`config.mk`:
```
export PLATFORM = sky130hd
export DESIGN_NAME = dma_channel_controller
export DESIGN_NICKNAME = d
export VERILOG_FILES = /design/src/rtl/core/dcc_pkg.sv /design/src/rtl/core/dcc_ctrl.sv /design/src/rtl/core/dcc_datapath.sv /design/src/rtl/core/dma_channel_controller.sv
export SDC_FILE = /design/constraint.sdc
export NUM_CORES = 2
export LEC_CHECK = 0
export BUFFER_PORTS_ARGS = -buffer_cell sky130_fd_sc_hd__buf_2
export CORE_UTILIZATION = 35
export CTS_CLUSTER_DIAMETER = 100
export DETAILED_ROUTE_END_ITERATION = 7
export PLACE_DENSITY_LB_ADDON = 0.3
export SETUP_SLACK_MARGIN = 0.3
export SYNTH_ARGS = -nofsm -noshare
export SYNTH_HDL_FRONTEND = slang
export SYNTH_HIERARCHICAL = 1
export SYNTH_SLANG_ARGS = --single-unit
```
`constraint.sdc`:
```
create_clock -name clk -period 9.1 [get_ports clk]
set_input_delay 0 -clock clk [delete_from_list [all_inputs] [get_ports clk]]
set_output_delay 0 -clock clk [all_outputs]
set_load 0.05 [all_outputs]
```
`src/rtl/core/dcc_pkg.sv`:
```
// Shared types, register map codes and helpers for the DMA channel controller.
// Used by dcc_ctrl, dcc_datapath and the top level dma_channel_controller.
package dcc_pkg;

    // Default configuration of the top level.
    localparam int DEF_CHANNEL_COUNT = 4;
    localparam int DEF_REQUEST_LINES = 16;

    // Item operation codes.
    localparam logic [2:0] OP_READ16  = 3'd0;
    localparam logic [2:0] OP_WRITE16 = 3'd1;
    localparam logic [2:0] OP_WRITE32 = 3'd2;
    localparam logic [2:0] OP_SET_REQ = 3'd3;
    localparam logic [2:0] OP_CLR_REQ = 3'd4;
    localparam logic [2:0] OP_TICK    = 3'd5;

    // Register map.
    localparam logic [5:0] OFFS_MASTER = 6'h08;
    localparam logic [3:0] REG_SRC     = 4'h0;
    localparam logic [3:0] REG_DST     = 4'h4;
    localparam logic [3:0] REG_COUNT   = 4'hA;
    localparam logic [3:0] REG_CTRL    = 4'hE;

    // A count write of zero loads a full 64K transfer.
    localparam logic [16:0] COUNT_FULL = 17'h10000;

    // Control word bit positions and step codes.
    localparam int CTRL_EN   = 0;
    localparam int CTRL_FIN  = 1;
    localparam int CTRL_WIDE = 3;
    localparam logic [1:0] STEP_INC = 2'd1;
    localparam logic [1:0] STEP_DEC = 2'd2;

    // Commands from the controller to the datapath.
    typedef struct packed {
        logic capture;
        logic execute;
        logic activate;
    } dcc_cmd_t;

    // Status from the datapath to the controller.
    typedef struct packed {
        logic needs_activate;
        logic out_blocked;
    } dcc_status_t;

    // Address step for one beat; wide moves step by two.
    function automatic logic [31:0] step_of(input logic [1:0] code, input logic wide);
        logic [31:0] s;
        begin
            s = 32'd0;
            if (code == STEP_INC)
            begin
                s = wide ? 32'd2 : 32'd1;
            end
            else if (code == STEP_DEC)
            begin
                s = wide ? 32'hFFFF_FFFE : 32'hFFFF_FFFF;
            end
            return s;
        end
    endfunction

endpackage

```
`src/rtl/core/dcc_ctrl.sv`:
```
// Sequencer of the DMA channel controller: accepts an item, executes it and,
// for control writes and request sets, runs the activation check. Uses dcc_pkg.
module dcc_ctrl
(
    input  logic                 clk,
    input  logic                 rst_n,
    input  logic                 in_valid,
    output logic                 in_stall,
    input  dcc_pkg::dcc_status_t status,
    output dcc_pkg::dcc_cmd_t    cmd
);

    typedef enum logic [2:0] {
        ST_IDLE = 3'b001,
        ST_EXEC = 3'b010,
        ST_ACT  = 3'b100
    } state_t;

    state_t state_reg;
    state_t state_next;

    // Next state and commands.
    always_comb
    begin
        state_next   = state_reg;
        cmd.capture  = 1'b0;
        cmd.execute  = 1'b0;
        cmd.activate = 1'b0;
        unique case (state_reg)
            ST_IDLE:
            begin
                if (in_valid)
                begin
                    cmd.capture = 1'b1;
                    state_next  = ST_EXEC;
                end
            end
            ST_EXEC:
            begin
                if (!status.out_blocked)
                begin
                    cmd.execute = 1'b1;
                    state_next  = status.needs_activate ? ST_ACT : ST_IDLE;
                end
            end
            ST_ACT:
            begin
                cmd.activate = 1'b1;
                state_next   = ST_IDLE;
            end
            default:
            begin
                state_next = ST_IDLE;
            end
        endcase
    end

    // The input side is open only between items.
    assign in_stall = (state_reg != ST_IDLE);

    // State register.
    always_ff @(posedge clk or negedge rst_n)
    begin
        if (!rst_n)
        begin
            state_reg <= ST_IDLE;
        end
        else
        begin
            state_reg <= state_next;
        end
    end

    // An accepted item enters the execution state next.
    a_accept_to_exec: assert property (@(posedge clk) disable iff (!rst_n)
        in_valid && !in_stall |=> state_reg == ST_EXEC)
        else $error("accepted item did not enter execution");

    // Control writes and request sets are followed by the activation check.
    a_exec_to_act: assert property (@(posedge clk) disable iff (!rst_n)
        cmd.execute && status.needs_activate |=> cmd.activate)
        else $error("activation check skipped");

    // Nothing executes while the output register is still held.
    a_no_exec_blocked: assert property (@(posedge clk) disable iff (!rst_n)
        cmd.execute |-> !status.out_blocked)
        else $error("execution while result is stalled");

endmodule

```
`src/rtl/core/dcc_datapath.sv`:
```
// Datapath of the DMA channel controller: item register, channel register
// file, request flags, beat logic and result register. Uses dcc_pkg.
module dcc_datapath
#(
    parameter int CHANNEL_COUNT = dcc_pkg::DEF_CHANNEL_COUNT,
    parameter int REQUEST_LINES = dcc_pkg::DEF_REQUEST_LINES
)
(
    input  logic                 clk,
    input  logic                 rst_n,
    input  dcc_pkg::dcc_cmd_t    cmd,
    output dcc_pkg::dcc_status_t status,
    input  logic [2:0]           operation,
    input  logic [5:0]           reg_offset,
    input  logic [31:0]          write_data,
    input  logic [3:0]           request_line,
    output logic                 out_valid,
    input  logic                 out_stall,
    output logic [15:0]          read_data,
    output logic                 move_valid,
    output logic [31:0]          move_source,
    output logic [31:0]          move_dest,
    output logic                 move_wide,
    output logic [1:0]           move_channel,
    output logic                 channel_done
);

    // Captured item.
    logic [2:0]  op_reg;
    logic [5:0]  off_reg;
    logic [31:0] data_reg;
    logic [3:0]  line_reg;

    // Channel register file and global state.
    logic [31:0] src_reg  [CHANNEL_COUNT];
    logic [31:0] src_next [CHANNEL_COUNT];
    logic [31:0] dst_reg  [CHANNEL_COUNT];
    logic [31:0] dst_next [CHANNEL_COUNT];
    logic [16:0] cnt_reg  [CHANNEL_COUNT];
    logic [16:0] cnt_next [CHANNEL_COUNT];
    logic [15:0] ctrl_reg [CHANNEL_COUNT];
    logic [15:0] ctrl_next[CHANNEL_COUNT];
    logic [CHANNEL_COUNT-1:0] run_reg;
    logic [CHANNEL_COUNT-1:0] run_next;
    logic [REQUEST_LINES-1:0] flags_reg;
    logic [REQUEST_LINES-1:0] flags_next;
    logic [15:0] master_reg;
    logic [15:0] master_next;

    // Result register.
    logic        out_valid_reg;
    logic        out_valid_next;
    logic [15:0] read_data_reg;
    logic [15:0] read_data_next;
    logic        move_valid_reg;
    logic        move_valid_next;
    logic [31:0] move_source_reg;
    logic [31:0] move_source_next;
    logic [31:0] move_dest_reg;
    logic [31:0] move_dest_next;
    logic        move_wide_reg;
    logic        move_wide_next;
    logic [1:0]  move_channel_reg;
    logic [1:0]  move_channel_next;
    logic        channel_done_reg;
    logic        channel_done_next;

    // Finished and running at once, watched by an assertion.
    logic [CHANNEL_COUNT-1:0] run_and_fin;

    logic [1:0] ch;
    logic [3:0] reg_sel;

    // A request line reads as set only if it exists and its flag is set.
    function automatic logic line_set(input logic [3:0] sel,
                                      input logic [REQUEST_LINES-1:0] flags);
        logic hit;
        begin
            hit = 1'b0;
            for (int l = 0; l < REQUEST_LINES; l++)
            begin
                if (sel == 4'(l))
                begin
                    hit = flags[l];
                end
            end
            return hit;
        end
    endfunction

    assign ch      = off_reg[5:4];
    assign reg_sel = off_reg[3:0];

    // Status for the sequencer.
    assign status.needs_activate = (op_reg == dcc_pkg::OP_SET_REQ) ||
        ((op_reg == dcc_pkg::OP_WRITE16) && (reg_sel == dcc_pkg::REG_CTRL) &&
         (off_reg != dcc_pkg::OFFS_MASTER) && ({30'd0, ch} < 32'(CHANNEL_COUNT)));
    assign status.out_blocked = out_valid_reg && out_stall;

    // Item execution, beat selection and the activation check.
    always_comb
    begin
        logic [15:0] v;
        logic [15:0] w;
        logic        found;
        logic        wide;
        logic [16:0] cnt_dec;

        src_next    = src_reg;
        dst_next    = dst_reg;
        cnt_next    = cnt_reg;
        ctrl_next   = ctrl_reg;
        run_next    = run_reg;
        flags_next  = flags_reg;
        master_next = master_reg;

        read_data_next    = '0;
        move_valid_next   = 1'b0;
        move_source_next  = '0;
        move_dest_next    = '0;
        move_wide_next    = 1'b0;
        move_channel_next = '0;
        channel_done_next = 1'b0;

        v       = data_reg[15:0];
        w       = '0;
        found   = 1'b0;
        wide    = 1'b0;
        cnt_dec = '0;

        if (cmd.execute)
        begin
            unique case (op_reg)
                dcc_pkg::OP_READ16:
                begin
                    if (off_reg == dcc_pkg::OFFS_MASTER)
                    begin
                        read_data_next = master_reg;
                    end
                    else
                    begin
                        for (int c = 0; c < CHANNEL_COUNT; c++)
                        begin
                            if (ch == 2'(c) && reg_sel == dcc_pkg::REG_COUNT)
                            begin
                                read_data_next = cnt_reg[c][15:0];
                            end
                            else if (ch == 2'(c) && reg_sel == dcc_pkg::REG_CTRL)
                            begin
                                read_data_next = ctrl_reg[c];
                            end
                        end
                    end
                end
                dcc_pkg::OP_WRITE16:
                begin
                    if (off_reg == dcc_pkg::OFFS_MASTER)
                    begin
                        master_next = v;
                    end
                    else
                    begin
                        for (int c = 0; c < CHANNEL_COUNT; c++)
                        begin
                            if (ch == 2'(c) && reg_sel == dcc_pkg::REG_COUNT)
                            begin
                                cnt_next[c] = (v != 16'd0) ? {1'b0, v} : dcc_pkg::COUNT_FULL;
                            end
                            else if (ch == 2'(c) && reg_sel == dcc_pkg::REG_CTRL)
                            begin
                                // Software can only clear the finished flag.
                                w = v;
                                w[dcc_pkg::CTRL_FIN] = ctrl_reg[c][dcc_pkg::CTRL_FIN] &
                                                       v[dcc_pkg::CTRL_FIN];
                                ctrl_next[c] = w;
                                if (!w[dcc_pkg::CTRL_EN] || w[dcc_pkg::CTRL_FIN])
                                begin
                                    run_next[c] = 1'b0;
                                end
                            end
                        end
                    end
                end
                dcc_pkg::OP_WRITE32:
                begin
                    for (int c = 0; c < CHANNEL_COUNT; c++)
                    begin
                        if (ch == 2'(c) && reg_sel == dcc_pkg::REG_SRC)
                        begin
                            src_next[c] = data_reg;
                        end
                        else if (ch == 2'(c) && reg_sel == dcc_pkg::REG_DST)
                        begin
                            dst_next[c] = data_reg;
                        end
                    end
                end
                dcc_pkg::OP_SET_REQ:
                begin
                    for (int l = 0; l < REQUEST_LINES; l++)
                    begin
                        if (line_reg == 4'(l))
                        begin
                            flags_next[l] = 1'b1;
                        end
                    end
                end
                dcc_pkg::OP_CLR_REQ:
                begin
                    for (int l = 0; l < REQUEST_LINES; l++)
                    begin
                        if (line_reg == 4'(l))
                        begin
                            flags_next[l] = 1'b0;
                        end
                    end
                end
                dcc_pkg::OP_TICK:
                begin
                    // Channels whose request line dropped pause.
                    for (int c = 0; c < CHANNEL_COUNT; c++)
                    begin
                        if (run_reg[c] && !line_set(ctrl_reg[c][11:8], flags_reg))
                        begin
                            run_next[c] = 1'b0;
                        end
                    end
                    // The lowest running channel moves one beat.
                    for (int c = 0; c < CHANNEL_COUNT; c++)
                    begin
                        if (!found && run_next[c])
                        begin
                            found   = 1'b1;
                            wide    = ctrl_reg[c][dcc_pkg::CTRL_WIDE];
                            cnt_dec = cnt_reg[c] - 17'd1;
                            move_valid_next   = 1'b1;
                            move_source_next  = src_reg[c];
                            move_dest_next    = dst_reg[c];
                            move_wide_next    = wide;
                            move_channel_next = 2'(c);
                            src_next[c] = src_reg[c] +
                                dcc_pkg::step_of(ctrl_reg[c][13:12], wide);
                            dst_next[c] = dst_reg[c] +
                                dcc_pkg::step_of(ctrl_reg[c][15:14], wide);
                            cnt_next[c] = cnt_dec;
                            if (cnt_dec == 17'd0)
                            begin
                                ctrl_next[c][dcc_pkg::CTRL_FIN] = 1'b1;
                                run_next[c]       = 1'b0;
                                channel_done_next = 1'b1;
                            end
                        end
                    end
                end
                default:
                begin
                end
            endcase
        end
        else if (cmd.activate && master_reg[0])
        begin
            // Start every enabled, unfinished, idle channel whose line is set; a zero count finishes it instead.
            for (int c = 0; c < CHANNEL_COUNT; c++)
            begin
                if (ctrl_reg[c][dcc_pkg::CTRL_EN] && !ctrl_reg[c][dcc_pkg::CTRL_FIN] &&
                    !run_reg[c] && line_set(ctrl_reg[c][11:8], flags_reg))
                begin
                    if (cnt_reg[c] == 17'd0)
                    begin
                        ctrl_next[c][dcc_pkg::CTRL_FIN] = 1'b1;
                    end
                    else
                    begin
                        run_next[c] = 1'b1;
                    end
                end
            end
        end
    end

    // Result register handshake.
    always_comb
    begin
        out_valid_next = out_valid_reg;
        if (cmd.execute)
        begin
            out_valid_next = 1'b1;
        end
        else if (out_valid_reg && !out_stall)
        begin
            out_valid_next = 1'b0;
        end
    end

    // Channel state, flags and result valid.
    always_ff @(posedge clk or negedge rst_n)
    begin
        if (!rst_n)
        begin
            for (int c = 0; c < CHANNEL_COUNT; c++)
            begin
                src_reg[c]  <= '0;
                dst_reg[c]  <= '0;
                cnt_reg[c]  <= '0;
                ctrl_reg[c] <= '0;
            end
            run_reg       <= '0;
            flags_reg     <= {{(REQUEST_LINES-1){1'b0}}, 1'b1};
            master_reg    <= '0;
            out_valid_reg <= 1'b0;
        end
        else
        begin
            src_reg       <= src_next;
            dst_reg       <= dst_next;
            cnt_reg       <= cnt_next;
            ctrl_reg      <= ctrl_next;
            run_reg       <= run_next;
            flags_reg     <= flags_next;
            master_reg    <= master_next;
            out_valid_reg <= out_valid_next;
        end
    end

    // Item capture and result payload.
    always_ff @(posedge clk)
    begin
        if (cmd.capture)
        begin
            op_reg   <= operation;
            off_reg  <= reg_offset;
            data_reg <= write_data;
            line_reg <= request_line;
        end
        if (cmd.execute)
        begin
            read_data_reg    <= read_data_next;
            move_valid_reg   <= move_valid_next;
            move_source_reg  <= move_source_next;
            move_dest_reg    <= move_dest_next;
            move_wide_reg    <= move_wide_next;
            move_channel_reg <= move_channel_next;
            channel_done_reg <= channel_done_next;
        end
    end

    assign out_valid    = out_valid_reg;
    assign read_data    = read_data_reg;
    assign move_valid   = move_valid_reg;
    assign move_source  = move_source_reg;
    assign move_dest    = move_dest_reg;
    assign move_wide    = move_wide_reg;
    assign move_channel = move_channel_reg;
    assign channel_done = channel_done_reg;

    always_comb
    begin
        for (int c = 0; c < CHANNEL_COUNT; c++)
        begin
            run_and_fin[c] = run_reg[c] && ctrl_reg[c][dcc_pkg::CTRL_FIN];
        end
    end

    // A running channel is never marked finished.
    a_run_not_fin: assert property (@(posedge clk) disable iff (!rst_n)
        run_and_fin == '0)
        else $error("channel running while finished");

    // A completed transfer is always reported with a beat.
    a_done_has_move: assert property (@(posedge clk) disable iff (!rst_n)
        out_valid_reg && channel_done_reg |-> move_valid_reg)
        else $error("done without a move");

    // A result without a beat carries zero move fields.
    a_idle_move_zero: assert property (@(posedge clk) disable iff (!rst_n)
        out_valid_reg && !move_valid_reg |-> move_source_reg == '0 &&
        move_dest_reg == '0 && !move_wide_reg && move_channel_reg == '0)
        else $error("move fields set without a beat");

endmodule

```
`src/rtl/core/dma_channel_controller.sv`:
```
// Four-channel DMA controller: register access, request lines and one beat per tick.
// An accepted item is captured, then executed by the sequencer once the result register is
// not held, and its result is registered. Control writes and request sets add an activation
// check step; the sequencer in dcc_ctrl stalls the input until an item is through.
// Reset (rst_n, asynchronous, active low) clears all channel state, leaves only
// request line 0 set and empties the result register. Uses dcc_pkg, dcc_ctrl, dcc_datapath.
module dma_channel_controller
#(
    parameter int CHANNEL_COUNT = dcc_pkg::DEF_CHANNEL_COUNT,
    parameter int REQUEST_LINES = dcc_pkg::DEF_REQUEST_LINES
)
(
    input  logic        clk,
    input  logic        rst_n,
    input  logic        in_valid,
    output logic        in_stall,
    input  logic [2:0]  operation,
    input  logic [5:0]  reg_offset,
    input  logic [31:0] write_data,
    input  logic [3:0]  request_line,
    output logic        out_valid,
    input  logic        out_stall,
    output logic [15:0] read_data,
    output logic        move_valid,
    output logic [31:0] move_source,
    output logic [31:0] move_dest,
    output logic        move_wide,
    output logic [1:0]  move_channel,
    output logic        channel_done
);

    dcc_pkg::dcc_cmd_t    cmd;
    dcc_pkg::dcc_status_t status;

    // Sequencer.
    dcc_ctrl u_ctrl
    (
        .clk      (clk),
        .rst_n    (rst_n),
        .in_valid (in_valid),
        .in_stall (in_stall),
        .status   (status),
        .cmd      (cmd)
    );

    // Register file and beat datapath.
    dcc_datapath
    #(
        .CHANNEL_COUNT (CHANNEL_COUNT),
        .REQUEST_LINES (REQUEST_LINES)
    )
    u_datapath
    (
        .clk          (clk),
        .rst_n        (rst_n),
        .cmd          (cmd),
        .status       (status),
        .operation    (operation),
        .reg_offset   (reg_offset),
        .write_data   (write_data),
        .request_line (request_line),
        .out_valid    (out_valid),
        .out_stall    (out_stall),
        .read_data    (read_data),
        .move_valid   (move_valid),
        .move_source  (move_source),
        .move_dest    (move_dest),
        .move_wide    (move_wide),
        .move_channel (move_channel),
        .channel_done (channel_done)
    );

endmodule

```
After elaboration in Yosys (flattened, before gate mapping)

Cells that the tools add are included.

Add/sub/neg operators: 12
Multiplexer cells: 330
Bitwise operators: 9
Equality and inequality tests: 189
Reductions and logical operators: 134

Operators by type and width:

| operator                | number |
|---|---|
| $mux W32                | 68 |
| $pmux W128 S2           | 2 |
| $add A32 B32 Y32        | 8 |
| $mux W16                | 15 |
| $mux W1                 | 212 |
| $eq A4 B4 Y1 const B    | 42 |
| $mux W17                | 9 |
| $logic_not A17 Y1       | 8 |
| $pmux W68 S2            | 1 |
| $eq A4 B3 Y1 const B    | 21 |
| $reduce_and A4 Y1       | 20 |
| $mux W68                | 1 |
| $sub A17 B1 Y17 const B | 4 |
| $ne A2 B2 Y1 const B    | 31 |
| $reduce_and A5 Y1       | 12 |
| $ne A2 B1 Y1 const B    | 28 |
| $mux W50                | 1 |
| $eq A4 B2 Y1 const B    | 10 |
| $logic_and A1 B1 Y1     | 40 |
| $ne A3 B3 Y1 const B    | 13 |
| $reduce_and A9 Y1       | 4 |
| $pmux W16 S2            | 1 |
| $reduce_and A8 Y1       | 4 |
| $reduce_bool A2 Y1      | 13 |
| other kinds (26)        | 106 |

Bits of input ports: 49
Bits in registers: 558
Output and inout bits: 87
Word-level logic and storage cells: 728

Logic depth before layout (Yosys ltp)

Word-level depth: 45
Mapped depth: 15
Gate-level depth less buffers: 15

Modules after synthesis

The synthesis kept the hierarchy.

By module, submodules not included:

| module       | instances | area an instance (um^2) | cells each | seq. area each (um^2) |
|---|---|---|---|---|
| dcc_datapath | 1         | 38,664.6                | 4,449      | 14,540.2 |
| dcc_ctrl     | 1         | 161.4                   | 15         | 76.3 |

Worst setup path after synthesis

No wires, ideal clock.

Path kind: reg2reg
Start point: reg u_datapath.out_valid_reg, in the netlist u_datapath/out_valid
End point: reg u_datapath/ctrl_reg[24] in the netlist's numbering
Data required time: 8.975 ns
Stages on the path, launching flop included: 10
Slack: 2.379 ns
Buffers on the path: 3
Arrival time: 6.597 ns
Path through: dfrtp_1 -> and2_1 -> nor3b_2 -> clkbuf_1 -> nand2_1 -> or2_2 -> clkbuf_1 -> nor4_1 -> buf_2 -> mux2_2

RTL lines:

| what                   | RTL line            | RTL |
|---|---|---|
| from (decl)            | dcc_datapath.sv:51  | `logic out_valid_reg;` |
| from (signal assigned) | dcc_datapath.sv:321 | `out_valid_reg <= out_valid_next;` |
| to (signal assigned)   | dcc_datapath.sv:317 | `ctrl_reg <= ctrl_next;` |
| to (decl)              | dcc_datapath.sv:41  | `logic [15:0] ctrl_reg [CHANNEL_COUNT];` |

Final worst setup path

Start point: reg u_datapath/ctrl_reg[57] in the netlist's numbering
End point: reg u_datapath/cnt_reg[3] in the netlist's numbering

Longest elaborated chain between the ends: 41

Ends and longest elaborated chain:

| what                                 | RTL line            | RTL |
|---|---|---|
| $logic_not A4 Y1                     | dcc_datapath.sv:82  | `if (sel == 4'(l))` |
| $mux W1                              | dcc_datapath.sv:82  |  |
| $mux W1 (2 in a row)                 | -                   |  |
| $mux W1 (12 in a row)                | dcc_datapath.sv:82  |  |
| $mux W1 *                            | dcc_datapath.sv:82  |  |
| $mux W1 *                            | dcc_datapath.sv:133 | `unique case (op_reg)` |
| $mux W1 *                            | dcc_datapath.sv:131 | `if (cmd.execute)` |
| $logic_not A1 Y1 *                   | dcc_datapath.sv:223 | `if (run_reg[c] && !line_set(ctrl_reg[c][11:8], flags_reg))` |
| [13 not listed]                      | -                   |  |
| $logic_and A1 B1 Y1                  | dcc_datapath.sv:231 | `if (!found && run_next[c])` |
| $mux W1 *                            | dcc_datapath.sv:231 |  |
| $mux W1 *                            | dcc_datapath.sv:133 |  |
| $mux W1 *                            | dcc_datapath.sv:131 |  |
| $logic_not A1 Y1 *                   | dcc_datapath.sv:231 |  |
| $logic_and A1 B1 Y1 *                | dcc_datapath.sv:231 |  |
| $ne A2 B1 Y1 (no source line) *      | -                   |  |
| $reduce_and A5 Y1 (no source line) * | -                   |  |
| to (signal assigned)                 | dcc_datapath.sv:316 | `cnt_reg <= cnt_next;` |
| to (decl)                            | dcc_datapath.sv:39  | `logic [16:0] cnt_reg [CHANNEL_COUNT];` |

Mark *: on every way between the ends. The rest lies on a longest branch, timed or not. The select of a mux whose other input is x is not followed.
A chain may end at the register's enable or synchronous reset.

==> metrics.csv <==
stage;metric;value;unit
grt;first-pass GRT wire length;208;mm
power_and_ir_drop;Power Dens Cells;190;nW/µm²
placed_design;Final GP Congestion;0.947;
grt;grt ovf;0;
synth;Synth Instances;4464;
power_and_ir_drop;VDD IR max;0.152;mV
cells_and_area;Net count, final;4841;
cells_and_area;area grow syn2layout;12.7;%
cells_and_area;most frequent cells in the layout;585 x a21oi_1, 479 x nand2_1, 473 x o21ai_0;
grt;antenna violations before repair;4;
route;Detailed Route Iter0 Violations;3486;
timing;Worst-Margin Slew;1.44;ns
cts;clk sinks;558;
route;final antenna-violating net count;0;
run_status;violated checks;negative hold slack;
synth;sequential share of the synthesized area;0.376;
synth;register bit count reported by yosys;558;
timing;final hold viol count;15;
critical_path;Critical Path RT;9.59;ns
placed_design;Setup WS pre-CTS;3.96;ns
timing;Slew HR;0.0283;
cts;H-tree level count;3;
synth;Avg Cell Area, Syn;8.70;µm²
power_and_ir_drop;power consumption;8.31;mW
cts;Root Driver;clkbuf_16;
run_status;status;finished, violations left;
cells_and_area;Fillers;11000;
route;Post-route DRC;0;
critical_path;RR Endpoint;u_datapath/cnt_reg[3];
floorplanning;DIE AREA;112000;µm²
synth;Synthesized Nets;4777;
timing;minimum clock period;5.14;ns
critical_path;RR Startpoint;u_datapath/ctrl_reg[57];
cts;Clock transition at path regs;0.06;ns
timing;endpoints failing setup;0;
timing;Final Max Tran Viols;0;
route;vias per cell;5.92;
floorplanning;die width;335;µm
flow_run;max_cap viols;0;
floorplanning;die height;335;µm
cells_and_area;share of cells above drive strength 1;0.0974;
placed_design;IO buf count;135;
timing;fin crit share;0.564;
cells_and_area;most common cell after layout, fill and taps aside;a21oi_1;
route;post-DR wirelength/cell;22.7;µm
synth;Yosys cell types;85;
synth;Ys Warns;6;
critical_path;Critical Path Fanout Max;76;
cts;maximum clock path buffer count;3;
cells_and_area;final cell count without fillers;6056;
synth;Synth Flop Type;dfrtp_1;
power_and_ir_drop;Leakage;19.7;nW
floorplanning;num rows;121;
synth;share of flip-flops with an asynchronous set or reset;0.767;
critical_path;Worst R2R Path Depth;12;
cts;setup bufs post-CTS;0;
timing;Setup TNS;0;ns
min_path;Hold/Removal Path Class;input port to asynchronous set/reset pin;
critical_path;Critical Path End Type;flip-flop;
critical_path;Critical Path AT;5.63;ns
grt;vias in the first global route;33900;
timing;Max Fclk;195;MHz
timing;Setup WS post-layout;3.96;ns
timing;hold_ws;-0.0142;ns
cts;CTS buffer count;69;
timing;RSZ-0062 raised after global routing;no;
critical_path;crit path kind;flip-flop to flip-flop;
route;drt pass-1 iters;5;
synth;Post-synth EDFFs;130;
floorplanning;I/O pin total;136;
route;Final Routed Wirelength;137;mm
floorplanning;starting density of the core;0.355;
cts;Clock Latency Late Sink;0.64;ns
grt;pin count of the biggest net entering global routing;139;
floorplanning;Placeable Area;109000;µm²
cts;CTS tree;built;
placed_design;DP HPWL;94.2;mm
critical_path;Critical Path Source Type;flip-flop;
synth;Synth Cell Area;38800;µm²
grt;aggregate global-route resource usage;0.240;
critical_path;Worst R2R Setup Slack;3.96;ns
placed_design;Inst Count DP;5884;
route;Vias;35900;
cells_and_area;ant diodes;0;
timing;skew final;0.0258;ns
-- cells in the mapped netlist, types with 44 or more instances --
library cell    n  area, µm²
a21o_1        133        998
a21oi_1       585       2930
a221o_1        70        701
a31oi_1        98        613
and2_1         44        275
clkbuf_1      193        724
dfrtp_1       426      10700
edfxtp_1      130       3900
ha_1          256       3200
inv_1          85        319
mux2_2         81        912
nand2_1       482       1810
nand2b_1       44        275
nand3_1        52        260
nor2_1        304       1140
nor3_1        115        576
o21ai_0       473       2370
xnor2_1       132       1160
xor2_1         76        666
-- what timing repair did --
| item | CTS | global route |
|---|---|---|
| resized for setup | 0 | 0 |
| hold endpoints to repair | 135 | 0 |
| hold buffers | 49 | 0 |
-- worst max-delay path: stages, from the launching register on --
cell,delay (ns)
dfrtp_1,0.42
or2_1,0.24
mux4_2,0.45
mux4_2,0.52
nand2_2,0.09
buf_4,0.70
nand2_1,0.28
nor3_4,0.22
buf_4,0.83
mux2i_1,0.20
nor2_1,0.63
o21ai_0,0.21
o2bb2ai_1,0.16
-- power by group --
part,leakage [nW],internal (mW),switching (mW)
Sequential,6.90,2.99,0.444
Clock,1.13,1.69,1.16
Combinational,11.6,0.773,1.26
-- routing by layer --
layer  track usage  share of wire  vias up
met2         0.363           0.43     1498
li1              -              -    16700
met3        0.0465          0.088      231
met4        0.0793          0.031        0
met5             0              0        -
met1         0.342           0.45    17400
-- how the worst max path moves through the flow --
stage / start / endpoint / slack, ns
6_report: u_datapath/ctrl_reg[57] / u_datapath/cnt_reg[3] / 3.96
5_1_grt: u_datapath/ctrl_reg[57] / u_datapath/cnt_reg[15] / 3.53
4_1_cts: u_datapath/ctrl_reg[57] / u_datapath/cnt_reg[3] / 3.96
3_5_place_dp: u_datapath/ctrl_reg[57] / u_datapath/cnt_reg[3] / 3.96
3_3_place_gp: u_datapath/ctrl_reg[57] / u_datapath/cnt_reg[15] / 4.01
2_1_floorplan: u_datapath/out_valid / u_datapath/ctrl_reg[24] / 2.38
-- cells by family after synthesis --
kind of cell,Yosys count,share of synthesized area
compound gates,1722,0.269
xor+xnor,208,0.0469
fa+ha+maj,264,0.0866
buf+inv,333,0.0330
flops,558,0.376
mux,122,0.0386
simple gates,1257,0.149
-- layout make-up --
| type | instances | area (µm²) | area share |
|---|---|---|---|
| multi-input cells | 3573 | 23000 | 0.527 |
| flip-flops and latches | 558 | 14600 | 0.334 |
| clock buffers | 105 | 2130 | 0.0486 |
| well taps | 1476 | 1850 | 0.0422 |
| repair buffers | 240 | 1620 | 0.0371 |
| inverters | 86 | 323 | 0.00738 |
| clock inverters | 18 | 168 | 0.00383 |
-- through the flow --
stage,instance area (µm²),utilization
after floorplan,38800,-
after global placement,41000,0.374
after detailed placement,41000,0.374
after CTS,43800,0.400
after global routing,43800,0.400
final,43800,0.400
Power figures use the tool's default switching activity.
